===== src/rtl/core/stc_pkg.sv =====
// stc_pkg: types, character codes, token kinds and error codes for the source tokenizer
// no dependencies; imported by every module of the block

package stc_pkg;

    typedef enum logic [3:0] {
        ST_IDLE,
        ST_SLASH,
        ST_LINE_CMT,
        ST_BLOCK_CMT,
        ST_BLOCK_STAR,
        ST_COLON,
        ST_IDENT,
        ST_NUMBER,
        ST_STRING,
        ST_STRING_ESC,
        ST_CHAR_FIRST,
        ST_CHAR_ESC,
        ST_CHAR_CLOSE,
        ST_ERROR
    } scan_state_t;

    localparam logic [3:0] KIND_ERROR  = 4'd0;
    localparam logic [3:0] KIND_PLUS   = 4'd0;
    localparam logic [3:0] KIND_MINUS  = 4'd1;
    localparam logic [3:0] KIND_STAR   = 4'd2;
    localparam logic [3:0] KIND_SLASH  = 4'd3;
    localparam logic [3:0] KIND_SEMI   = 4'd4;
    localparam logic [3:0] KIND_EQUAL  = 4'd5;
    localparam logic [3:0] KIND_LPAREN = 4'd6;
    localparam logic [3:0] KIND_RPAREN = 4'd7;
    localparam logic [3:0] KIND_LBRACE = 4'd8;
    localparam logic [3:0] KIND_RBRACE = 4'd9;
    localparam logic [3:0] KIND_DCOLON = 4'd10;
    localparam logic [3:0] KIND_IDENT  = 4'd11;
    localparam logic [3:0] KIND_INT    = 4'd12;
    localparam logic [3:0] KIND_STRING = 4'd13;
    localparam logic [3:0] KIND_CHAR   = 4'd14;
    localparam logic [3:0] KIND_EOF    = 4'd15;

    localparam logic [2:0] ERR_NONE          = 3'd0;
    localparam logic [2:0] ERR_OPEN_COMMENT  = 3'd1;
    localparam logic [2:0] ERR_UNRECOGNISED  = 3'd2;
    localparam logic [2:0] ERR_OPEN_STRING   = 3'd3;
    localparam logic [2:0] ERR_BAD_CHAR_LIT  = 3'd4;

    localparam logic [7:0] CH_TAB    = 8'h09;
    localparam logic [7:0] CH_LF     = 8'h0a;
    localparam logic [7:0] CH_CR     = 8'h0d;
    localparam logic [7:0] CH_SPACE  = 8'h20;
    localparam logic [7:0] CH_DQUOTE = 8'h22;
    localparam logic [7:0] CH_SQUOTE = 8'h27;
    localparam logic [7:0] CH_LPAREN = 8'h28;
    localparam logic [7:0] CH_RPAREN = 8'h29;
    localparam logic [7:0] CH_STAR   = 8'h2a;
    localparam logic [7:0] CH_PLUS   = 8'h2b;
    localparam logic [7:0] CH_MINUS  = 8'h2d;
    localparam logic [7:0] CH_SLASH  = 8'h2f;
    localparam logic [7:0] CH_COLON  = 8'h3a;
    localparam logic [7:0] CH_SEMI   = 8'h3b;
    localparam logic [7:0] CH_EQUAL  = 8'h3d;
    localparam logic [7:0] CH_BSLASH = 8'h5c;
    localparam logic [7:0] CH_LBRACE = 8'h7b;
    localparam logic [7:0] CH_RBRACE = 8'h7d;

    // result queue depth in tokens: a word is decoded only while two slots are free
    localparam int QUEUE_DEPTH = 4;

    typedef struct packed {
        logic [3:0]  token_kind;
        logic [15:0] token_start;
        logic [15:0] token_length;
        logic [7:0]  char_value;
        logic [2:0]  error_code;
        logic        last_result;
    } token_t;

    // up to two tokens produced by one input word
    typedef struct packed {
        logic [1:0] cnt;
        token_t     first;
        token_t     second;
    } push_t;

    function automatic token_t make_token(input logic [3:0] kind, input logic [15:0] start,
                                          input logic [15:0] len, input logic [7:0] value,
                                          input logic [2:0] err);
        token_t t;
        t.token_kind   = kind;
        t.token_start  = start;
        t.token_length = len;
        t.char_value   = value;
        t.error_code   = err;
        t.last_result  = 1'b0;
        return t;
    endfunction

    function automatic push_t push_token(input push_t p, input token_t t);
        push_t q;
        q = p;
        case (p.cnt)
            2'd0:    q.first = t;
            2'd1:    q.second = t;
            default: ;
        endcase
        if (p.cnt != 2'd2)
            q.cnt = p.cnt + 2'd1;
        return q;
    endfunction

    function automatic logic is_alpha(input logic [7:0] c);
        return (c >= 8'h61 && c <= 8'h7a) || (c >= 8'h41 && c <= 8'h5a);
    endfunction

    function automatic logic is_digit(input logic [7:0] c);
        return c >= 8'h30 && c <= 8'h39;
    endfunction

endpackage


===== src/rtl/core/stc_if.sv =====
// stc_if: handshake channels of the tokenizer, one for source characters, one for tokens
// no dependencies

interface stc_char_if;
    logic       valid;
    logic       ready;
    logic       mode;
    logic [7:0] char_byte;

    modport source (output valid, mode, char_byte, input ready);
    modport sink   (input valid, mode, char_byte, output ready);
endinterface

interface stc_token_if;
    logic        valid;
    logic        ready;
    logic [3:0]  token_kind;
    logic [15:0] token_start;
    logic [15:0] token_length;
    logic [7:0]  char_value;
    logic [2:0]  error_code;
    logic        last_result;

    modport source  (output valid, token_kind, token_start, token_length, char_value,
                     error_code, last_result, input ready);
    modport sink    (input valid, token_kind, token_start, token_length, char_value,
                     error_code, last_result, output ready);
    modport monitor (input valid, ready, token_kind, token_start, token_length, char_value,
                     error_code, last_result);
endinterface


===== src/rtl/core/stc_lex.sv =====
// stc_lex: scanner state registers and the single-pass decode of one word into tokens
// depends on stc_pkg

module stc_lex #(
    parameter int OFFSET_BITS = 16
) (
    input  logic           clk,
    input  logic           rst_n,
    input  logic           fire,
    input  logic           mode,
    input  logic [7:0]     char_byte,
    output stc_pkg::push_t push
);
    import stc_pkg::*;

    localparam logic [OFFSET_BITS-1:0] OFFSET_MAX = '1;
    localparam logic [OFFSET_BITS-1:0] OFFSET_ONE = OFFSET_BITS'(1);

    scan_state_t             state_reg, state_next;
    logic [OFFSET_BITS-1:0]  pos_reg, pos_next;
    logic [OFFSET_BITS-1:0]  start_reg, start_next;
    logic [7:0]              lit_reg, lit_next;

    logic [OFFSET_BITS-1:0]  pos_inc;
    logic [15:0]             pos16, start16, span_cur16, span_inc16;
    scan_state_t             idle_state;
    logic                    idle_hit;
    token_t                  idle_tok;
    logic                    take_idle;
    push_t                   p;

    function automatic logic [15:0] to16(input logic [OFFSET_BITS-1:0] v);
        logic [31:0] w;
        w = 32'(v);
        return w[15:0];
    endfunction

    assign pos_inc    = (pos_reg == OFFSET_MAX) ? pos_reg : pos_reg + OFFSET_ONE;
    assign pos16      = to16(pos_reg);
    assign start16    = to16(start_reg);
    assign span_cur16 = to16((pos_reg >= start_reg) ? pos_reg - start_reg : '0);
    assign span_inc16 = to16((pos_inc >= start_reg) ? pos_inc - start_reg : '0);

    // what a character does when no lexeme is open
    always_comb
    begin
        idle_state = ST_IDLE;
        idle_hit   = 1'b0;
        idle_tok   = make_token(KIND_PLUS, pos16, 16'd1, 8'd0, ERR_NONE);
        case (char_byte)
            CH_SPACE, CH_TAB, CH_LF, CH_CR: idle_state = ST_IDLE;
            CH_SLASH:  idle_state = ST_SLASH;
            CH_SQUOTE: idle_state = ST_CHAR_FIRST;
            CH_DQUOTE: idle_state = ST_STRING;
            CH_COLON:  idle_state = ST_COLON;
            CH_PLUS:   idle_hit = 1'b1;
            CH_MINUS:
            begin
                idle_hit = 1'b1;
                idle_tok.token_kind = KIND_MINUS;
            end
            CH_STAR:
            begin
                idle_hit = 1'b1;
                idle_tok.token_kind = KIND_STAR;
            end
            CH_SEMI:
            begin
                idle_hit = 1'b1;
                idle_tok.token_kind = KIND_SEMI;
            end
            CH_EQUAL:
            begin
                idle_hit = 1'b1;
                idle_tok.token_kind = KIND_EQUAL;
            end
            CH_LPAREN:
            begin
                idle_hit = 1'b1;
                idle_tok.token_kind = KIND_LPAREN;
            end
            CH_RPAREN:
            begin
                idle_hit = 1'b1;
                idle_tok.token_kind = KIND_RPAREN;
            end
            CH_LBRACE:
            begin
                idle_hit = 1'b1;
                idle_tok.token_kind = KIND_LBRACE;
            end
            CH_RBRACE:
            begin
                idle_hit = 1'b1;
                idle_tok.token_kind = KIND_RBRACE;
            end
            default:
            begin
                if (is_alpha(char_byte))
                    idle_state = ST_IDENT;
                else if (is_digit(char_byte))
                    idle_state = ST_NUMBER;
                else
                begin
                    idle_state = ST_ERROR;
                    idle_hit   = 1'b1;
                    idle_tok   = make_token(KIND_ERROR, pos16, 16'd0, 8'd0, ERR_UNRECOGNISED);
                end
            end
        endcase
    end

    always_comb
    begin
        p          = '0;
        state_next = state_reg;
        pos_next   = pos_reg;
        start_next = start_reg;
        lit_next   = lit_reg;
        take_idle  = 1'b0;
        if (mode)
        begin
            // flush whatever is open, then the end-of-text token
            case (state_reg)
                ST_SLASH:
                    p = push_token(p, make_token(KIND_SLASH, start16, 16'd1, 8'd0, ERR_NONE));
                ST_BLOCK_CMT, ST_BLOCK_STAR:
                    p = push_token(p, make_token(KIND_ERROR, start16, 16'd0, 8'd0,
                                                 ERR_OPEN_COMMENT));
                ST_COLON:
                    p = push_token(p, make_token(KIND_ERROR, start16, 16'd0, 8'd0,
                                                 ERR_UNRECOGNISED));
                ST_IDENT:
                    p = push_token(p, make_token(KIND_IDENT, start16, span_cur16, 8'd0,
                                                 ERR_NONE));
                ST_NUMBER:
                    p = push_token(p, make_token(KIND_INT, start16, span_cur16, 8'd0,
                                                 ERR_NONE));
                ST_STRING, ST_STRING_ESC:
                    p = push_token(p, make_token(KIND_ERROR, start16, 16'd0, 8'd0,
                                                 ERR_OPEN_STRING));
                ST_CHAR_FIRST, ST_CHAR_ESC, ST_CHAR_CLOSE:
                    p = push_token(p, make_token(KIND_ERROR, start16, 16'd0, 8'd0,
                                                 ERR_BAD_CHAR_LIT));
                default: ;
            endcase
            p = push_token(p, make_token(KIND_EOF, pos16, 16'd0, 8'd0, ERR_NONE));
            state_next = ST_IDLE;
            pos_next   = '0;
            start_next = '0;
            lit_next   = 8'd0;
        end
        else
        begin
            pos_next = pos_inc;
            case (state_reg)
                ST_IDLE: take_idle = 1'b1;
                ST_SLASH:
                begin
                    if (char_byte == CH_SLASH)
                        state_next = ST_LINE_CMT;
                    else if (char_byte == CH_STAR)
                        state_next = ST_BLOCK_CMT;
                    else
                    begin
                        p = push_token(p, make_token(KIND_SLASH, start16, 16'd1, 8'd0,
                                                     ERR_NONE));
                        take_idle = 1'b1;
                    end
                end
                ST_LINE_CMT:
                    if (char_byte == CH_LF)
                        state_next = ST_IDLE;
                ST_BLOCK_CMT:
                    if (char_byte == CH_STAR)
                        state_next = ST_BLOCK_STAR;
                ST_BLOCK_STAR:
                begin
                    if (char_byte == CH_SLASH)
                        state_next = ST_IDLE;
                    else if (char_byte != CH_STAR)
                        state_next = ST_BLOCK_CMT;
                end
                ST_COLON:
                begin
                    if (char_byte == CH_COLON)
                    begin
                        p = push_token(p, make_token(KIND_DCOLON, start16, span_inc16, 8'd0,
                                                     ERR_NONE));
                        state_next = ST_IDLE;
                    end
                    else
                    begin
                        // lone colon: the byte after it and every later byte up to the end marker are swallowed
                        p = push_token(p, make_token(KIND_ERROR, start16, 16'd0, 8'd0,
                                                     ERR_UNRECOGNISED));
                        state_next = ST_ERROR;
                    end
                end
                ST_IDENT, ST_NUMBER:
                begin
                    if (!(is_digit(char_byte) ||
                          (state_reg == ST_IDENT && is_alpha(char_byte))))
                    begin
                        p = push_token(p, make_token((state_reg == ST_IDENT) ? KIND_IDENT
                                                                             : KIND_INT,
                                                     start16, span_cur16, 8'd0, ERR_NONE));
                        take_idle = 1'b1;
                    end
                end
                ST_STRING:
                begin
                    if (char_byte == CH_DQUOTE)
                    begin
                        p = push_token(p, make_token(KIND_STRING, start16, span_inc16, 8'd0,
                                                     ERR_NONE));
                        state_next = ST_IDLE;
                    end
                    else if (char_byte == CH_BSLASH)
                        state_next = ST_STRING_ESC;
                end
                ST_STRING_ESC: state_next = ST_STRING;
                ST_CHAR_FIRST:
                begin
                    if (char_byte == CH_BSLASH)
                        state_next = ST_CHAR_ESC;
                    else
                    begin
                        lit_next   = char_byte;
                        state_next = ST_CHAR_CLOSE;
                    end
                end
                ST_CHAR_ESC:
                begin
                    lit_next   = char_byte;
                    state_next = ST_CHAR_CLOSE;
                end
                ST_CHAR_CLOSE:
                begin
                    if (char_byte == CH_SQUOTE)
                    begin
                        p = push_token(p, make_token(KIND_CHAR, start16, span_inc16, lit_reg,
                                                     ERR_NONE));
                        state_next = ST_IDLE;
                    end
                    else
                    begin
                        p = push_token(p, make_token(KIND_ERROR, start16, 16'd0, 8'd0,
                                                     ERR_BAD_CHAR_LIT));
                        state_next = ST_ERROR;
                    end
                end
                default: ;
            endcase
            if (take_idle)
            begin
                state_next = idle_state;
                start_next = pos_reg;
                if (idle_hit)
                    p = push_token(p, idle_tok);
            end
        end
        case (p.cnt)
            2'd1:    p.first.last_result = 1'b1;
            2'd2:    p.second.last_result = 1'b1;
            default: ;
        endcase
    end

    assign push = p;

    always_ff @(posedge clk or negedge rst_n)
    begin
        if (!rst_n)
        begin
            state_reg <= ST_IDLE;
            pos_reg   <= '0;
            start_reg <= '0;
            lit_reg   <= 8'd0;
        end
        else if (fire)
        begin
            state_reg <= state_next;
            pos_reg   <= pos_next;
            start_reg <= start_next;
            lit_reg   <= lit_next;
        end
    end

endmodule


===== src/rtl/core/stc_oq.sv =====
// stc_oq: small result queue taking up to two tokens a cycle, giving one a cycle while the sink is ready
// depends on stc_pkg

module stc_oq (
    input  logic            clk,
    input  logic            rst_n,
    input  logic            push_en,
    input  stc_pkg::push_t  push,
    output logic            room,
    output logic            head_valid,
    input  logic            head_ready,
    output stc_pkg::token_t head
);
    import stc_pkg::*;

    localparam int PTR_BITS = $clog2(QUEUE_DEPTH);

    token_t              slot_reg [QUEUE_DEPTH];
    logic [PTR_BITS-1:0] wr_reg, wr_next, rd_reg, rd_next, wr_plus1;
    logic [PTR_BITS:0]   count_reg, count_next;
    logic [1:0]          n_in;
    logic                pop;

    assign n_in       = push_en ? push.cnt : 2'd0;
    assign head_valid = count_reg != '0;
    assign pop        = head_valid && head_ready;
    assign head       = slot_reg[rd_reg];
    assign wr_plus1   = wr_reg + PTR_BITS'(1);
    assign wr_next    = wr_reg + PTR_BITS'(n_in);
    assign rd_next    = rd_reg + PTR_BITS'(pop);
    assign count_next = count_reg + (PTR_BITS+1)'(n_in) - (PTR_BITS+1)'(pop);
    // two free slots needed before the next word is decoded
    assign room       = count_reg <= (PTR_BITS+1)'(QUEUE_DEPTH - 2);

    always_ff @(posedge clk)
    begin
        if (n_in != 2'd0)
            slot_reg[wr_reg] <= push.first;
        if (n_in == 2'd2)
            slot_reg[wr_plus1] <= push.second;
    end

    always_ff @(posedge clk or negedge rst_n)
    begin
        if (!rst_n)
        begin
            wr_reg    <= '0;
            rd_reg    <= '0;
            count_reg <= '0;
        end
        else
        begin
            wr_reg    <= wr_next;
            rd_reg    <= rd_next;
            count_reg <= count_next;
        end
    end

endmodule


===== src/rtl/core/source_char_tokenizer.sv =====
// source_char_tokenizer: top level, input stage, scanner and result queue
// depends on stc_pkg, stc_if, stc_lex, stc_oq

// Takes one source character (or an end-of-text marker) per word and returns tokens with
// kind, start offset, length, character-literal value and error code. A word is accepted
// every cycle while the queue has room; it is registered in the input stage, decoded there
// in a single pass, and its tokens are registered in a four-entry queue.
// A word that ends a lexeme and starts or is another token gives two tokens, as does an
// end marker that closes an open lexeme; the queue absorbs these, and input stalls only
// when the queue holds more than two tokens. No clearing pass after reset.

module source_char_tokenizer #(
    parameter int OFFSET_BITS = 16
) (
    input  logic         clk,
    input  logic         rst_n,
    stc_char_if.sink     chars,
    stc_token_if.source  tokens
);
    import stc_pkg::*;

    logic       stage_vld_reg, stage_vld_next;
    logic       stage_mode_reg;
    logic [7:0] stage_byte_reg;
    logic       fire;
    logic       room;
    push_t      push;
    token_t     head;

    assign fire           = stage_vld_reg && room;
    assign chars.ready    = !stage_vld_reg || fire;
    assign stage_vld_next = (chars.valid && chars.ready) || (stage_vld_reg && !fire);

    always_ff @(posedge clk or negedge rst_n)
    begin
        if (!rst_n)
            stage_vld_reg <= 1'b0;
        else
            stage_vld_reg <= stage_vld_next;
    end

    always_ff @(posedge clk)
    begin
        if (chars.valid && chars.ready)
        begin
            stage_mode_reg <= chars.mode;
            stage_byte_reg <= chars.char_byte;
        end
    end

    stc_lex #(
        .OFFSET_BITS (OFFSET_BITS)
    ) u_lex (
        .clk       (clk),
        .rst_n     (rst_n),
        .fire      (fire),
        .mode      (stage_mode_reg),
        .char_byte (stage_byte_reg),
        .push      (push)
    );

    stc_oq u_oq (
        .clk        (clk),
        .rst_n      (rst_n),
        .push_en    (fire),
        .push       (push),
        .room       (room),
        .head_valid (tokens.valid),
        .head_ready (tokens.ready),
        .head       (head)
    );

    assign tokens.token_kind   = head.token_kind;
    assign tokens.token_start  = head.token_start;
    assign tokens.token_length = head.token_length;
    assign tokens.char_value   = head.char_value;
    assign tokens.error_code   = head.error_code;
    assign tokens.last_result  = head.last_result;

endmodule


===== src/flat_wrapper.sv =====
// flat-port wrapper written by rule: the top's interface ports become plain ports
module source_char_tokenizer_flat import stc_pkg::*;
#(
    parameter int OFFSET_BITS = 16
)
  (clk, rst_n, chars_valid, chars_mode, chars_char_byte, chars_ready, tokens_valid, tokens_token_kind, tokens_token_start, tokens_token_length, tokens_char_value, tokens_error_code, tokens_last_result, tokens_ready);
  stc_char_if chars_i ();
  stc_token_if tokens_i ();
  input  logic clk;
  input  logic rst_n;
  input wire logic [$bits(chars_i.valid)-1:0] chars_valid;
  input wire logic [$bits(chars_i.mode)-1:0] chars_mode;
  input wire logic [$bits(chars_i.char_byte)-1:0] chars_char_byte;
  output wire logic [$bits(chars_i.ready)-1:0] chars_ready;
  output wire logic [$bits(tokens_i.valid)-1:0] tokens_valid;
  output wire logic [$bits(tokens_i.token_kind)-1:0] tokens_token_kind;
  output wire logic [$bits(tokens_i.token_start)-1:0] tokens_token_start;
  output wire logic [$bits(tokens_i.token_length)-1:0] tokens_token_length;
  output wire logic [$bits(tokens_i.char_value)-1:0] tokens_char_value;
  output wire logic [$bits(tokens_i.error_code)-1:0] tokens_error_code;
  output wire logic [$bits(tokens_i.last_result)-1:0] tokens_last_result;
  input wire logic [$bits(tokens_i.ready)-1:0] tokens_ready;
  assign chars_i.valid = chars_valid;
  assign chars_i.mode = chars_mode;
  assign chars_i.char_byte = chars_char_byte;
  assign chars_ready = chars_i.ready;
  assign tokens_valid = tokens_i.valid;
  assign tokens_token_kind = tokens_i.token_kind;
  assign tokens_token_start = tokens_i.token_start;
  assign tokens_token_length = tokens_i.token_length;
  assign tokens_char_value = tokens_i.char_value;
  assign tokens_error_code = tokens_i.error_code;
  assign tokens_last_result = tokens_i.last_result;
  assign tokens_i.ready = tokens_ready;
  source_char_tokenizer #(.OFFSET_BITS(OFFSET_BITS)) u_core (.clk(clk), .rst_n(rst_n), .chars(chars_i), .tokens(tokens_i));
endmodule

===== config.mk =====
export PLATFORM = sky130hd
export DESIGN_NAME = source_char_tokenizer_flat
export DESIGN_NICKNAME = d
export VERILOG_FILES = /design/src/rtl/core/stc_pkg.sv /design/src/rtl/core/stc_if.sv /design/src/rtl/core/stc_lex.sv /design/src/rtl/core/stc_oq.sv /design/src/rtl/core/source_char_tokenizer.sv /design/src/flat_wrapper.sv
export SDC_FILE = /design/constraint.sdc
export NUM_CORES = 1
export LEC_CHECK = 0
export BUFFER_PORTS_ARGS = -buffer_cell sky130_fd_sc_hd__buf_4
export CAP_MARGIN = 20
export CELL_PAD_IN_SITES_DETAIL_PLACEMENT = 1
export CELL_PAD_IN_SITES_GLOBAL_PLACEMENT = 1
export CORE_UTILIZATION = 50
export CTS_CLUSTER_DIAMETER = 120
export CTS_CLUSTER_SIZE = 25
export DETAILED_ROUTE_END_ITERATION = 8
export HOLD_SLACK_MARGIN = 0.02
export PLACE_DENSITY_LB_ADDON = 0.1
export RECOVER_POWER = 50
export SYNTH_ARGS = -nofsm -noshare
export SYNTH_HDL_FRONTEND = slang
export SYNTH_HIERARCHICAL = 1
export SYNTH_SLANG_ARGS = --single-unit

===== constraint.sdc =====
create_clock -name clk -period 7.1 [get_ports clk]
set_input_delay 1.065 -clock clk [delete_from_list [all_inputs] [get_ports clk]]
set_output_delay 1.065 -clock clk [all_outputs]
set_load 0.02 [all_outputs]

---- Word-level counts from Yosys, hierarchy flattened ----
Memory sizes are Yosys's and may differ from the RTL's.
Cells that the tools add are included.
word-level totals
  register bits ........................... 61
  bits in latches ......................... 0
  bits in writable memories ............... 192
  memory bits (read-only) ................. 0
  input port bits ......................... 13
  output and inout port bits .............. 50
  logic and storage cells ................. 174
  memories kept ........................... 1
operators by class
  add/subtract/negate cells ............... 10
  $mul .................................... 0
  divide/modulo/power cells ............... 0
  magnitude comparators ................... 9
  equal/unequal tests ..................... 45
  shift operators ......................... 0
  mux-type cells .......................... 65
  bitwise operators ....................... 0
  reductions and logical operators ........ 34
memory list
  name                  depth  bits a word  read ports  clocked after memory_dff  wr ports  line          source
  u_core.u_oq.slot_reg  4      48           1           0                         2         stc_oq.sv:18  token_t slot_reg [QUEUE_DEPTH];
operator list
  operator                                                           number
  one-hot mux 97 bit (7 select lines)                                1
  two-way mux 98 bit                                                 5
  one-hot mux 97 bit (5 select lines)                                1
  two-way mux 97 bit                                                 4
  two-way mux 48 bit                                                 4
  two-way mux 96 bit                                                 2
  equality test 8 x 6 -> 1 bit, second input constant                12
  two-way mux 16 bit                                                 6
  two-way mux 4 bit                                                  14
  one-hot mux 4 bit (10 select lines)                                1
  two-way mux 13 bit                                                 3
  one-hot mux 4 bit (9 select lines)                                 1
  greater-or-equal comparator 16 bit                                 2
  subtractor 16 bit                                                  2
  equality test 8 x 4 -> 1 bit, second input constant                3
  equality test 8 x 7 -> 1 bit, second input constant                3
  equality test 4 bit, second input constant                         5
  one-hot mux 4 bit (5 select lines)                                 1
  OR reduction 9 bit                                                 2
  OR reduction 17 bit                                                1
  adder 16 x 1 -> 16 bit, second input constant                      1
  equality test 16 bit, second input constant                        1
  equality test 4 x 3 -> 1 bit, second input constant                4
  greater-or-equal comparator 8 x 7 -> 1 bit, second input constant  2
  40 further kinds                                                   82

---- Depth between registers and ports, before layout ----
  depth in word-level cells ............... 17
  depth in mapped cells ................... 18
  gate-level depth less buffers ........... 15

---- Modules after synthesis ----
The synthesis kept the hierarchy.
by module, submodules not included
  module                 instances  cells an instance  area an instance (um2)
  stc_oq                 1          510                9,731.8
  stc_lex                1          791                6,105.9
  source_char_tokenizer  1          14                 330.3

---- Least setup slack after synthesis ----
Ideal clock, no wire load.
  path kind ............................... flip-flop to flip-flop
  from .................................... reg u_core.stage_byte_reg[2]
  to ...................................... mem u_core/u_oq/slot_reg[1][0] (netlist name) (enable)
  library setup time ...................... 0.454 ns
  data arrival time ....................... 4.865 ns
  slack ................................... 1.781 ns
  stages on the path, launching flop included .. 13
  period minus slack after synthesis ...... 5.319 ns
  cell sequence ........................... edfxtp_1 buf_6 or4_4 o221ai_2 o21a_2 a21boi_4 ha_1 a221oi_1 nor2_1 clkbuf_1 mux2_2 nand2_1 nor2_1
RTL lines
  what                      line                         source
  start: declaration        source_char_tokenizer.sv:24  logic [7:0] stage_byte_reg;
  start signal: assignment  source_char_tokenizer.sv:47  stage_byte_reg <= chars.char_byte;
  end: declaration          stc_oq.sv:18

==> impl_metrics.sql <==
INSERT INTO impl_metrics (metric_group, metric, value, unit) VALUES
('timing', 'tcrit_tclk_final', '82.67', '%'),
('outcome', 'failed_checks', 'max-capacitance violations, max-slew violations', ''),
('drt', 'vias', '10989', ''),
('synth', 'ys_top_cells_by_count', '201 x edfxtp_1, 175 x mux2_2, 64 x nor2_1, 60 x nand2_1, 52 x dfrtp_1', ''),
('cells_and_area', 'largest_register_ff_count', '192', ''),
('outcome', 'status', 'finished, violations left', ''),
('power_and_ir_drop', 'p_seq_share', '34.5', '%'),
('cells_and_area', 'finalCoreUtilization', '53.50', '%'),
('worst_setup_path', 'timing.critical_path.slowest_cell_delay', '0.76', 'ns'),
('timing', 'setup_viol', '0', ''),
('synth', 'synth_ff_type', 'edfxtp_1', ''),
('synth', 'netlist-cell-type-count', '102', ''),
('drt', 'postRouteWirelength', '43630', 'um'),
('power_and_ir_drop', 'power.switching_fraction', '43.11', '%'),
('placement', 'dp_worst_setup_slack', '1.842', 'ns'),
('synth', 'synth_area_leader_cell', 'edfxtp_1', ''),
('power_and_ir_drop', 'netSwitchingPower', '2864', 'uW'),
('synth', 'synth_enable_flop_cells', '201', ''),
('timing', 'slew_violations', '119', ''),
('global_routing', 'grt_util_all_layers', '26.55', '%'),
('worst_setup_path', 'critical_path.startpoint_type', 'flip-flop', ''),
('floorplan', 'die-height', '181.8', 'um'),
('clock_tree', 'cts_inserted_buffers', '14', ''),
('worst_setup_path', 'arrival', '6.03', 'ns'),
('power_and_ir_drop', 'power.clock.fraction', '13.5', '%'),
('synth', 'postSynthAreaPerCell', '12.30', 'sq um'),
('placement', 'placedCellCount', '1701', ''),
('synth', 'synth-seq-area-share', '45.38', '%'),
('worst_setup_path', 'worstPathMaxFanout', '25', ''),
('floorplan', 'num_io_pins', '63', ''),
('power_and_ir_drop', 'leakage', '0.006343', 'uW'),
('worst_setup_path', 'critical_path_required', '7.26', 'ns'),
('timing', 'max_slew.worst_pin.slew', '3.361', 'ns'),
('timing', 'fin_setup_tns', '0', 'ns'),
('global_routing', 'maximum_number_of_pins_on_one_net_before_global_route_repair', '53', ''),
('power_and_ir_drop', 'p_per_area', '391.6', 'nW/um^2'),
('clock_tree', 'clk_pin_slew', '0.10', 'ns'),
('cells_and_area', 'n_fill_cell', '3284', ''),
('worst_setup_path', 'crit_type', 'reg -> reg', ''),
('synth', 'post_synth_main_area_contributors', 'edfxtp_1 37%, mux2_2 12%, dfrtp_1 8.0%', ''),
('synth', 'flip_flop_and_latch_count_after_synthesis', '253', ''),
('worst_setup_path', 'critical_path_top_delay_cell', 'nor2_4', ''),
('cells_and_area', 'final_nets', '1370', ''),
('clock_tree', 'htreeDepth', '1', ''),
('floorplan', 'core_area', '31720', 'sq um'),
('drt', 'vias_per_cell', '6.363', ''),
('drt', 'antenna_violating_nets_post_route', '0', ''),
('cells_and_area', 'final-seq-area', '7342', 'sq um'),
('global_routing', 'grt_pass1_vias', '11306', ''),
('job', 'max_cap_viols', '3', ''),
('clock_tree', 'clock_insertion_delay_worst_skew', '0.51', 'ns'),
('synth', 'ys_async_sr_fraction', '20.55', '%'),
('floorplan', 'placement_rows', '65', ''),
('worst_setup_path', 'path_delay_family', 'simple AND/OR/NAND/NOR gates', ''),
('clock_tree', 'cts_tree', 'yes', ''),
('cells_and_area', 'multi_input_comb_area', '8123', 'sq um'),
('timing', 'final.min_clock_period', '5.869', 'ns'),
('drt', 'detail_route.iter0.violations', '961', ''),
('clock_tree', 'clock_sink_count', '253', ''),
('clock_tree', 'cts_hold_repair.buffers', '0', ''),
('synth', 'yosysTopAreaCellShare', '37.33', '%'),
('timing', 'hold_slack', '0.4836', 'ns'),
('clock_tree', 'cts_post_setup_buffers_inserted', '0', ''),
('drt', 'routed_wire_length_per_instance', '25.26', 'um'),
('synth', 'synth_warnings', '6', ''),
('clock_tree', 'cts_root_buf', 'clkbuf_16', ''),
('placement', 'dp_hpwl', '30020', 'um'),
('timing', 'post-route-worst-setup-slack', '1.231', 'ns'),
('synth', 'mappedNetlistArea', '16170', 'sq um'),
('global_routing', 'antenna_found_initial', '1', ''),
('timing', 'rsz_0062_raised_after_global_routing', 'false', '');
[through the flow]
| stage | cell area [sq um] | power [uW] |
|---|---|---|
| global route | 16970 | 7011 |
| global placement | 16740 | 5821 |
| detailed placement | 16740 | 5888 |
| finish | 16970 | 6644 |
| CTS | 17170 | 6803 |
| floorplan | 16260 | 4794 |
[layout by cell type, fill, tap and decap left out, types with 7 or more instances in the layout]
cell | netlist | final
edfxtp_1 | 201 | 201
mux2_2 | 175 | 174
nor2_1 | 64 | 62
clkbuf_1 | 42 | 60
nand2_1 | 60 | 60
dfrtp_1 | 52 | 50
a21oi_1 | 50 | 50
mux4_2 | 48 | 48
o21ai_0 | 39 | 46
inv_1 | 38 | 38
ha_1 | 37 | 37
nand3_1 | 34 | 34
nor2b_1 | 26 | 26
conb_1 | 1 | 25
xnor2_1 | 24 | 24
mux2_4 | 20 | 20
a22o_1 | 19 | 19
nor3_1 | 17 | 17
xor2_1 | 16 | 16
clkbuf_16 | 0 | 15
and3_1 | 15 | 15
nand2b_1 | 13 | 14
a21o_1 | 13 | 13
buf_4 | 32 | 12
a211oi_1 | 12 | 12
nand4_1 | 11 | 11
o2bb2ai_1 | 11 | 11
o21ai_1 | 18 | 11
clkbuf_4 | 0 | 10
a31oi_1 | 10 | 10
mux2i_1 | 10 | 10
and4_1 | 8 | 8
or3_1 | 8 | 8
o22ai_2 | 8 | 8
nor4_1 | 7 | 7
o31ai_1 | 6 | 7
[worst reg2reg max path, stage by stage, from the launching register on]
cell	delay [ns]
edfxtp_1	0.67
or4_1	0.66
o221ai_1	0.51
o21a_2	0.28
a21boi_0	0.62
ha_1	0.36
a221oi_1	0.37
nor2_1	0.30
mux2_2	0.32
nand2_1	0.13
nor2_4	0.76
buf_4	0.51
[logic make-up after synthesis]
family / share of synthesized area (%)
and+or+nand+nor: 10.59
AOI/OAI and AO/OA: 12.21
muxes: 21.49
DFF: 45.38
buffers and inverters: 4.899
adders and majority gates: 3.235
xor gates and xnor gates: 2.167
other: 0.02319
[power groups by stage]
| stage | clock, uW | sequential [uW] | combinational [uW] |
|---|---|---|---|
| floorplan | 0 | 2130 | 2670 |
| global placement | 0 | 2370 | 3450 |
| detailed placement | 0 | 2390 | 3500 |
| CTS | 927 | 2350 | 3520 |
| global route | 970 | 2330 | 3710 |
| finish | 900 | 2290 | 3450 |
[path summary, 6_finish.rpt]
kind	slack, ns	depth (start not counted)	startpoint	endpoint
setup / recovery	1.23	11	u_core/stage_byte_reg[2]	u_core/u_oq/slot_reg[3][22]
min in group asynchronous	1.66	1	rst_n	u_core/u_lex/lit_reg[4]
max in group asynchronous	3.13	1	rst_n	u_core/u_oq/rd_reg[0]
hold reg to reg	0.48	2	u_core/u_lex/lit_reg[3]	u_core/u_lex/lit_reg[3]
setup reg to reg	1.23	11	u_core/stage_byte_reg[2]	u_core/u_oq/slot_reg[3][22]
hold / removal	0.48	2	u_core/u_lex/lit_reg[3]	u_core/u_lex/lit_reg[3]
[final cells by class]
cell class,count,share of cell area [%]
well taps,402,2.964
flip-flops and latches,253,43.27
inverters,39,0.8628
clock inverters,3,0.1622
multi-input cells,930,47.87
clock buffers,21,2.345
repair buffers,79,2.522
[layer usage]
| metal | routed length, um | part of all wire (%) | global-route usage, % |
|---|---|---|---|
| met1 | 20940 | 48 | 39.26 |
| met3 | 1672 | 3.8 | 2.166 |
| met5 | 0 | 0 | 0 |
| met4 | 503 | 1.2 | 4.102 |
| met2 | 20520 | 47 | 43.38 |
No activity file was read; power rests on OpenSTA's default activity.
